### src/sv/lge_pkg.sv
`timescale 1ns / 1ps

package lge_pkg;

  localparam logic [1:0] OP_WRITE = 2'd0;
  localparam logic [1:0] OP_STEP  = 2'd1;
  localparam logic [1:0] OP_READ  = 2'd2;

  localparam int CELL_W = 6;
  localparam int SNAP_W = 5;
  localparam int TOTAL_W = 13;

  localparam logic [6:0] GRID_SIDE_RST = 7'd64;
  localparam int MIN_SIDE = 3;

  localparam logic [3:0] COUNT_MAX  = 4'd8;
  localparam logic [3:0] SURVIVE_LO = 4'd2;
  localparam logic [3:0] BIRTH_CNT  = 4'd3;

  localparam logic [TOTAL_W-1:0] TOTAL_MAX = 13'd8191;

  localparam logic [1:0] RING_FIRST = 2'd0;
  localparam logic [1:0] RING_MID   = 2'd1;
  localparam logic [1:0] RING_LAST  = 2'd2;

  localparam logic [2:0] K_INC    = 3'd0;
  localparam logic [2:0] K_DEC    = 3'd1;
  localparam logic [2:0] K_BORN   = 3'd2;
  localparam logic [2:0] K_DIE    = 3'd3;
  localparam logic [2:0] K_CLRCHG = 3'd4;

  typedef struct packed {
    logic [1:0] row_sel;
    logic [1:0] col_sel;
  } ring_pos_t;

  function automatic logic [CELL_W-1:0] cell_modify(input logic [CELL_W-1:0] v,
                                                    input logic [2:0] kind);
    logic [CELL_W-1:0] r;
    logic [3:0] cnt;
    r = v;
    cnt = v[4:1];
    unique case (kind)
      K_INC: begin
        if (cnt < COUNT_MAX) r[4:1] = cnt + 4'd1;
      end
      K_DEC: begin
        if (cnt != 4'd0) r[4:1] = cnt - 4'd1;
      end
      K_BORN: begin
        r[0] = 1'b1;
        r[5] = 1'b1;
      end
      K_DIE: begin
        r[0] = 1'b0;
        r[5] = 1'b1;
      end
      K_CLRCHG: begin
        r[5] = 1'b0;
      end
      default: r = v;
    endcase
    return r;
  endfunction

endpackage

### src/sv/lge_ring_agen.sv
`timescale 1ns / 1ps

module lge_ring_agen import lge_pkg::*; #(
  parameter int MAX_SIDE = 64
) (
  input  logic [$clog2(MAX_SIDE)-1:0]          center_row,
  input  logic [$clog2(MAX_SIDE)-1:0]          center_col,
  input  logic [$clog2(MAX_SIDE+1)-1:0]        side,
  input  ring_pos_t                            pos,
  output logic [$clog2(MAX_SIDE*MAX_SIDE)-1:0] addr
);

  localparam int CW = $clog2(MAX_SIDE);
  localparam int AW = $clog2(MAX_SIDE * MAX_SIDE);

  logic [CW-1:0] side_m1;
  logic [CW-1:0] row_sel;
  logic [CW-1:0] col_sel;

  assign side_m1 = CW'(side - 1'b1);

  function automatic logic [CW-1:0] wrap(input logic [CW-1:0] c,
                                         input logic [1:0] sel,
                                         input logic [CW-1:0] last,
                                         input logic [$clog2(MAX_SIDE+1)-1:0] s);
    logic [CW-1:0] r;
    r = c;
    case (sel)
      RING_FIRST: r = (c == '0) ? last : c - 1'b1;
      RING_LAST: r = ((32'(c) + 32'd1) >= 32'(s)) ? '0 : c + 1'b1;
      default: r = c;
    endcase
    return r;
  endfunction

  assign row_sel = wrap(center_row, pos.row_sel, side_m1, side);
  assign col_sel = wrap(center_col, pos.col_sel, side_m1, side);
  assign addr = AW'(row_sel) * AW'(MAX_SIDE) + AW'(col_sel);

endmodule
### config.mk
export PLATFORM = sky130hd
export DESIGN_NAME = lge_ring_agen
export DESIGN_NICKNAME = d
export VERILOG_FILES = /design/src/sv/lge_pkg.sv /design/src/sv/lge_ring_agen.sv
export SDC_FILE = /design/constraint.sdc
export NUM_CORES = 1
export LEC_CHECK = 0
export ABC_AREA = 1
export BUFFER_PORTS_ARGS = -buffer_cell sky130_fd_sc_hd__buf_2
export CAP_MARGIN = 10
export CORE_MARGIN = 4
export CORE_UTILIZATION = 61
export DETAILED_ROUTE_END_ITERATION = 16
export PLACE_DENSITY = 0.9
export SYNTH_ARGS = -nofsm -noshare
export SYNTH_HDL_FRONTEND = slang
export SYNTH_SLANG_ARGS = --single-unit
### constraint.sdc
create_clock -name vclk -period 3.9
set_input_delay 0.585 -clock vclk [all_inputs]
set_output_delay 0.585 -clock vclk [all_outputs]
set_load 0.03 [all_outputs]
==> reports/qor.yml, run 1 <==
outcome:
  status: "completed"
synth:
  synth.net_count: 290
  yosys_warnings: 0
  synth.avg_cell_area_um2: 5.48
  netlist_area_um2: 1360
  synth_top_area_cell: "nand2_1"
  synth.area.top_cells: "nand2_1 20%, ha_1 17%, nand3_1 17%"
  netlist_instances: 248
  synth_top_area_frac: 0.201
  synthTopCellsByCount: "73 x nand2_1, 47 x nand3_1, 35 x inv_1"
  ys_types: 26
  synth_seq_area_share: 0
  synth.most_common_cell: "nand2_1"
placed_design:
  port_buffers: 35
  dpl-instance-area_um2: 1520
  dpl.hpwl_um: 2920
  place.gp.congestion: 0.913
worst_setup_path:
  path_common_cell: "nand2_1"
  crit_required_ns: 3.31
  startpoint_type: "primary input"
  crit_arrival_ns: 2.46
  critPathLaunch: "center_col[0]"
  worstSetupEndpointType: "output pin"
  cpLargestDelayFamily: "simple AND/OR/NAND/NOR gates"
  crit_slowest_cell: "ha_1"
  cp_max_fo: 9
  crit_buf_inv: 3
  critical_path_class: "in -> out"
  slowest_delay_ns: 0.30
  crit_chain: "buf_2 -> ha_1 -> nand4_1 -> nand2_1 -> inv_1 -> ha_1 -> nand2_1 -> nand2_1 -> a21oi_1 -> nand2_1 -> nor2_4 -> nand2_1 -> nand3_2 -> buf_2"
floorplanning:
  core_um2: 2040
  initial_core_util: 0.666
  row_count: 16
  die_x_um: 55.2
  io_pins: 35
  die_y_um: 55.2
  die_area_um2: 3050
global_route:
  grt_pass1_wl_um: 5810
  grt_use_total: 0.219
  grt_max_degree: 10
  use_met3: 0.00699
  grtUsageMet1: 0.369
  gr-max-usage-layer: "met1"
  grt_pass1_vias: 1298
  use_met2: 0.318
  antenna_found_initial: 0
  grt_overflow: 0
sta:
  worst_pin_slew_ns: 0.441
  finalSetupViolations: 0
  hold_viol_final: 0
  fin_crit_sh: 0.781
  tns_ns: 0
  maxSlewViolCount: 0
  rsz0062_at_grt: "false"
  slew_headroom: 0.705
  period_needed_ns: 3.05
  fmax_ghz: 0.328
final_layout:
  area.growth.synth_to_final_pct: 11.6
  seq_cell_count: 0
  seq_area_um2: 0
  drive_gt1_frac: 0.209
  fin_nets: 321
  antenna_cells: 0
  nClkBuffers: 0
  post-route-cell-area_um2: 1520
routing:
  antenna_left: 0
  vias: 1634
  vias_per_cell: 5.38
  drt_first_pass_iters: 4
  routed_wl_um: 3400
  wl_per_cell_um: 11.2
  first_iter_violations: 73
  drc: 0
power:
  p_sw_uw: 125
  swShare: 0.667
  p_leak_nw: 0.886
  p_per_area_nw_per_um2: 123
  pwr-share-seq: 0
  combPwrFrac: 1.000
  clkPwrFrac: 0
  p_int_uw: 62.2
  peakVddDrop_mv: 0.0772
cts:
  cts_hold_buf: 0
  postCtsSetupRepairBufs: 0
  cts-resized-gates: 0
job:
  drv_cap: 0
min_path:
  min_from: "center_row[5]"
  hold_class: "in -> out"
worst paths after layout:
check	endpoint	depth (start not counted)	slack, ns
worst max-delay path	addr[5]	14	0.85
worst min-delay path	addr[11]	4	1.57
metrics by stage:
step / util / hold WS (ns) / setup WS (ns) / power [mW] / cells
3_5_place_dp: 0.743 / 1.57 / 0.885 / 0.185 / 304
6_report: 0.743 / 1.57 / 0.854 / 0.187 / 304
5_1_grt: 0.743 / 1.61 / 0.666 / 0.209 / 304
4_1_cts: 0.743 / 1.57 / 0.884 / 0.185 / 304
2_1_floorplan: - / 1.36 / 1.24 / 0.136 / 248
3_3_place_gp: 0.743 / 1.56 / 0.912 / 0.182 / 304
layout by cell type (no fill, tap or decap):
| cell type | count |
|---|---|
| nor3_1 | 2 |
| nand2_1 | 73 |
| clkinv_2 | 1 |
| o21ai_1 | 1 |
| nand3_4 | 1 |
| inv_1 | 35 |
| xnor2_1 | 2 |
| buf_2 | 35 |
| nor2_4 | 4 |
| nor2_8 | 1 |
| o211ai_1 | 2 |
| nand3_2 | 1 |
| o21ai_0 | 2 |
| a21oi_1 | 3 |
| nand3_1 | 47 |
| nor2_2 | 4 |
| nand2_4 | 1 |
| a21boi_2 | 1 |
| nand2_2 | 5 |
| nor2_1 | 21 |
| ha_1 | 19 |
| nand4_1 | 7 |
| xor2_1 | 5 |
| inv_2 | 4 |
routing by layer:
metal	routed length, um	vias up
li1	-	861
met1	1700	720
met2	1420	53
met3	274	0
met4	0	0
met5	0	-
power groups by stage:
stage / clock network (mW) / logic, mW / registers (mW)
after global routing: 0 / 0.209 / 0
after floorplan: 0 / 0.136 / 0
after CTS: 0 / 0.185 / 0
final: 0 / 0.187 / 0
after global placement: 0 / 0.182 / 0
after detailed placement: 0 / 0.185 / 0
cells by family (layout without fill, tap and decap cells):
group | after synthesis | after routing | synth area share
compound gates | 9 | 9 | 0.0414
simple gates | 167 | 167 | 0.590
buf+inv | 46 | 75 | 0.149
fa+ha+maj | 19 | 19 | 0.175
xor+xnor | 7 | 7 | 0.0451
layout make-up:
class                           count  area, um^2
Timing Repair Buffer               35         175
Fill cell                         199         524
Tap cell                           27        33.8
Inverter                           40         151
Multi-Input combinational cell    202        1160
Power figures use the tool's default switching activity.
==> run 2, diff against run 1 <==
--- a/config.mk
+++ b/config.mk
@@ -9,9 +9,9 @@
 export BUFFER_PORTS_ARGS = -buffer_cell sky130_fd_sc_hd__buf_2
 export CAP_MARGIN = 10
 export CORE_MARGIN = 4
-export CORE_UTILIZATION = 61
+export CORE_UTILIZATION = 52
 export DETAILED_ROUTE_END_ITERATION = 16
-export PLACE_DENSITY = 0.9
+export PLACE_DENSITY = 0.82
 export SYNTH_ARGS = -nofsm -noshare
 export SYNTH_HDL_FRONTEND = slang
 export SYNTH_SLANG_ARGS = --single-unit
==> constraint.sdc (replaced) <==
create_clock -name vclk -period 2.4
set_input_delay 0.36 -clock vclk [all_inputs]
set_output_delay 0.36 -clock vclk [all_outputs]
set_load 0.03 [all_outputs]
==> run 2 against run 1 <==
  * The run now ends with negative setup slack left
  * Design area up 41%
  * Die area up 15%
  * Combinational power rose to 2.6 times the previous value
  * Routed wire length up 73%
  * Total power rose to 2.6 times the previous value
  * Cell count up 9.2%
  * Hold slack worse by 0.49 ns
  * Via count up 23%
  * First-iteration DRC count rose to 3.2 times the previous value
  * Flip-flop and latch count unchanged
  * Setup slack worse by 0.89 ns
  * Global-route usage up 2.5 points
  * Highest routed layer is now met4
==> reports/qor.yml, run 2 (synthesis results as in run 1) <==
floorplanning:
  io_pins: 35
  die_area_um2: 3500
  die_x_um: 59.1
  initial_core_util: 0.549
  core_um2: 2480
  die_y_um: 59.1
  row_count: 18
routing:
  antenna_left: 0
  wl_per_cell_um: 17.7
  drc: 0
  vias_per_cell: 6.06
  routed_wl_um: 5870
  first_iter_violations: 232
  drt_first_pass_iters: 5
  vias: 2011
final_layout:
  area.growth.synth_to_final_pct: 57.8
  layout_commonest_cell: "nand2_1"
  seq_cell_count: 0
  drive_gt1_frac: 0.450
  post-route-util: 0.866
  antenna_cells: 0
  n_fill_cell: 134
  seq_area_um2: 0
  fin_nets: 346
  mostFrequentLayoutCells: "59 x nand2_1, 31 x inv_1, 28 x nand3_1"
  post-route-cell-area_um2: 2150
  nClkBuffers: 0
  layoutNonFillerInstCount: 332
  multi_input_area_um2: 1450
sta:
  tns_ns: -0.245
  whs_ns: 1.08
  hold_viol_final: 0
  fmax_ghz: 0.410
  finalSetupViolations: 11
  setup_ws_ns: -0.0403
  fin_crit_sh: 1.02
  slew_headroom: 0.712
  worst_pin_slew_ns: 0.431
  maxSlewViolCount: 0
  period_needed_ns: 2.44
  rsz0062_at_grt: "true"
placed_design:
  port_buffers: 35
  dpl.hpwl_um: 3300
  dpl-instance-area_um2: 1700
  dp.cells: 329
  place_ws_ns: -0.116
  place.gp.congestion: 0.916
outcome:
  status: "finished with violations"
  violations: "negative setup slack"
worst_setup_path:
  path_depth: 15
  crit_arrival_ns: 2.08
  crit_required_ns: 2.04
  worstSetupEndpointType: "output pin"
  crit_slowest_cell: "ha_4"
  path_common_cell: "nand2_2"
  cpLargestDelayFamily: "simple AND/OR/NAND/NOR gates"
  startpoint_type: "primary input"
  slowest_delay_ns: 0.22
  crit_buf_inv: 3
  cp_max_fo: 6
  critical_path_class: "in -> out"
  crit_chain: "buf_8 -> ha_4 -> nand3_1 -> nand2_1 -> nand2_2 -> inv_2 -> ha_4 -> nand2_2 -> nand2_1 -> a21oi_2 -> nand2_2 -> nor2_4 -> nand3_2 -> nand2_2 -> buf_6"
global_route:
  grt_pass1_vias: 1593
  grt_max_degree: 10
  grt_use_total: 0.244
  grt_pass1_wl_um: 6880
  grt_overflow: 0
  antenna_found_initial: 0
power:
  p_leak_nw: 1.12
  finalPower_uw: 484
  peakVddDrop_mv: 0.188
  p_per_area_nw_per_um2: 226
job:
  drv_cap: 0
min_path:
  hold_depth: 4
  hold_class: "in -> out"
cts:
  cts_hold_buf: 0
[run 2: cell count changes in the layout (fill, tap and decap cells not counted), sizes merged]
cell,change
buf,+25
[run 2: timing repair]
item | 4_1_cts | 5_1_grt
setup buffers | 1 | 2
setup endpoints to repair | 12 | 12
pin swaps | 4 | 28
resized for setup | 25 | 80
[run 2: per-layer routing]
metal | GRT usage | up-vias | part of all wire | routed length (um)
li1 | - | 910 | - | -
met1 | 0.368 | 907 | 0.40 | 2340
met2 | 0.399 | 158 | 0.46 | 2720
met3 | 0.00436 | 36 | 0.093 | 544
met4 | 0.0227 | 0 | 0.044 | 260
met5 | 0 | - | 0 | 0
[run 2: worst paths after layout]
kind	endpoint	from	slack, ns
max	addr[2]	center_col[1]	-0.04
min	addr[11]	center_row[5]	1.08
[run 2: where the power goes]
group	switching (mW)	leakage, nW	internal [mW]
combinational	0.284	1.12	0.200
clock	0	0	0
sequential	0	0	0
total	0.284	1.12	0.200
[run 2: cell type report]
type	instances	area share
multi-input combinational	202	0.677
timing repair buffer	60	0.234
inverter	40	0.0717
tap	30	0.0175
==> run 3, diff against run 2 <==
==> constraint.sdc (replaced) <==
create_clock -name vclk -period 2.4
set_input_delay 0.36 -clock vclk [all_inputs]
set_output_delay 0.36 -clock vclk [all_outputs]
set_load 0.005 [all_outputs]
==> run 3 against run 2 <==
  * The flow still finishes with violations (negative setup slack)
  * Total power fell by 27%
  * Design area fell by 12%
  * Setup slack got worse by 0.0082 ns
  * Routed wire length shrank 17%
  * Sequential share of layout area did not move
  * Cell count down 2.7%
  * Critical endpoint is now addr[1]
  * Highest routed layer unchanged
==> reports/qor.yml, run 3 (synthesis results as in run 1) <==
power:
  finalPower_uw: 354
  p_int_uw: 148
  peakVddDrop_mv: 0.129
  pwr-share-seq: 0
  p_per_area_nw_per_um2: 187
  clkPwrFrac: 0
  p_sw_uw: 206
  p_leak_nw: 0.992
  swShare: 0.582
  combPwrFrac: 1.000
final_layout:
  drive_gt1_frac: 0.355
  antenna_cells: 0
  mostFrequentLayoutCells: "69 x nand2_1, 36 x nand3_1, 31 x inv_1"
  fin_nets: 337
  seq_area_um2: 0
  area.growth.synth_to_final_pct: 39.0
  seq_cell_count: 0
  nClkBuffers: 0
  layout_commonest_cell: "nand2_1"
  post-route-cell-area_um2: 1890
worst_setup_path:
  critical_path_class: "in -> out"
  crit_required_ns: 2.04
  startpoint_type: "primary input"
  cp_max_fo: 6
  worstSetupEndpointType: "output pin"
  crit_arrival_ns: 2.09
placed_design:
  dpl.hpwl_um: 3020
  port_buffers: 35
  place.gp.congestion: 0.895
  dpl-instance-area_um2: 1600
outcome:
  violations: "negative setup slack"
  status: "finished with violations"
routing:
  vias_per_cell: 5.90
  vias: 1905
  drc: 0
  antenna_left: 0
  routed_wl_um: 4870
  drt_first_pass_iters: 6
  first_iter_violations: 153
  wl_per_cell_um: 15.1
floorplanning:
  die_area_um2: 3500
  die_x_um: 59.1
  initial_core_util: 0.549
  die_y_um: 59.1
  row_count: 18
  core_um2: 2480
  io_pins: 35
sta:
  maxSlewViolCount: 0
  tns_ns: -0.105
  worst_pin_slew_ns: 0.433
  setup_ws_ns: -0.0485
  fmax_ghz: 0.408
  finalSetupViolations: 6
  whs_ns: 1.07
  period_needed_ns: 2.45
  hold_viol_final: 0
  fin_crit_sh: 1.02
  slew_headroom: 0.710
job:
  drv_cap: 0
global_route:
  grt_pass1_wl_um: 5870
  grt_use_total: 0.207
  grt_pass1_vias: 1345
  antenna_found_initial: 0
  grt_max_degree: 10
  grt_overflow: 0
min_path:
  hold_class: "in -> out"
cts:
  cts_hold_buf: 0
## run 3: cell types whose count changed in the layout (fill, tap and decap cells not counted), sizes merged
cell,delta
buf,-11
clkinvlp,+1
inv,-1
clkbuf,+2
## run 3: what timing repair did
action | CTS | global route
endpoints found under the setup margin | 6 | 12
buffers inserted | 1 | 5
resized for setup | 4 | 50
endpoints found under the hold margin | 0 | 0
pin swaps | 2 | 17
## run 3: final cells by class
type	count	area (um^2)
multi-input cells	202	1360
fillers	202	587
repair buffers	51	340
inverters	40	155
well taps	30	37.5
## run 3: power groups by stage
stage	clock (mW)	combinational [mW]	sequential [mW]
global placement	0	0.269	0
detailed placement	0	0.272	0
finish	0	0.354	0
floorplan	0	0.180	0
CTS	0	0.278	0
global route	0	0.388	0
## run 3: worst paths after layout
| path | startpoint | endpoint | slack [ns] | cells after the start |
|---|---|---|---|---|
| setup / recovery | center_col[3] | addr[1] | -0.05 | 15 |
| hold / removal | center_row[5] | addr[11] | 1.07 | 4 |
## run 3: layer usage
metal  routed length [um]  vias up  part of all wire  global-route usage
met4                  242        0             0.050                   0
met2                 2140      129              0.44               0.325
li1                     -      891                 -                   -
met5                    0        -                 0                   0
met1                 1990      853              0.41               0.332
met3                  500       32              0.10                   0
## run 3: critical path, stage by stage
cell and delay (ns):
clkbuf_4 0.15, buf_4 0.16, inv_2 0.08, o21ai_1 0.07, nand2_1 0.12, inv_1 0.09, ha_4 0.28, nand2_1 0.09
nor2_1 0.15, nand2_1 0.07, nand2_1 0.12, nor2_4 0.07, nand2_1 0.08, nand3_1 0.07, buf_2 0.13
## run 3: metrics by stage
step | setup slack (ns) | std cells | utilization
2_1_floorplan | 0.346 | 248 | -
3_3_place_gp | -0.0150 | 317 | 0.644
3_5_place_dp | -0.0669 | 317 | 0.644
4_1_cts | 0.00871 | 318 | 0.655
5_1_grt | -0.101 | 323 | 0.763
6_report | -0.0485 | 323 | 0.763
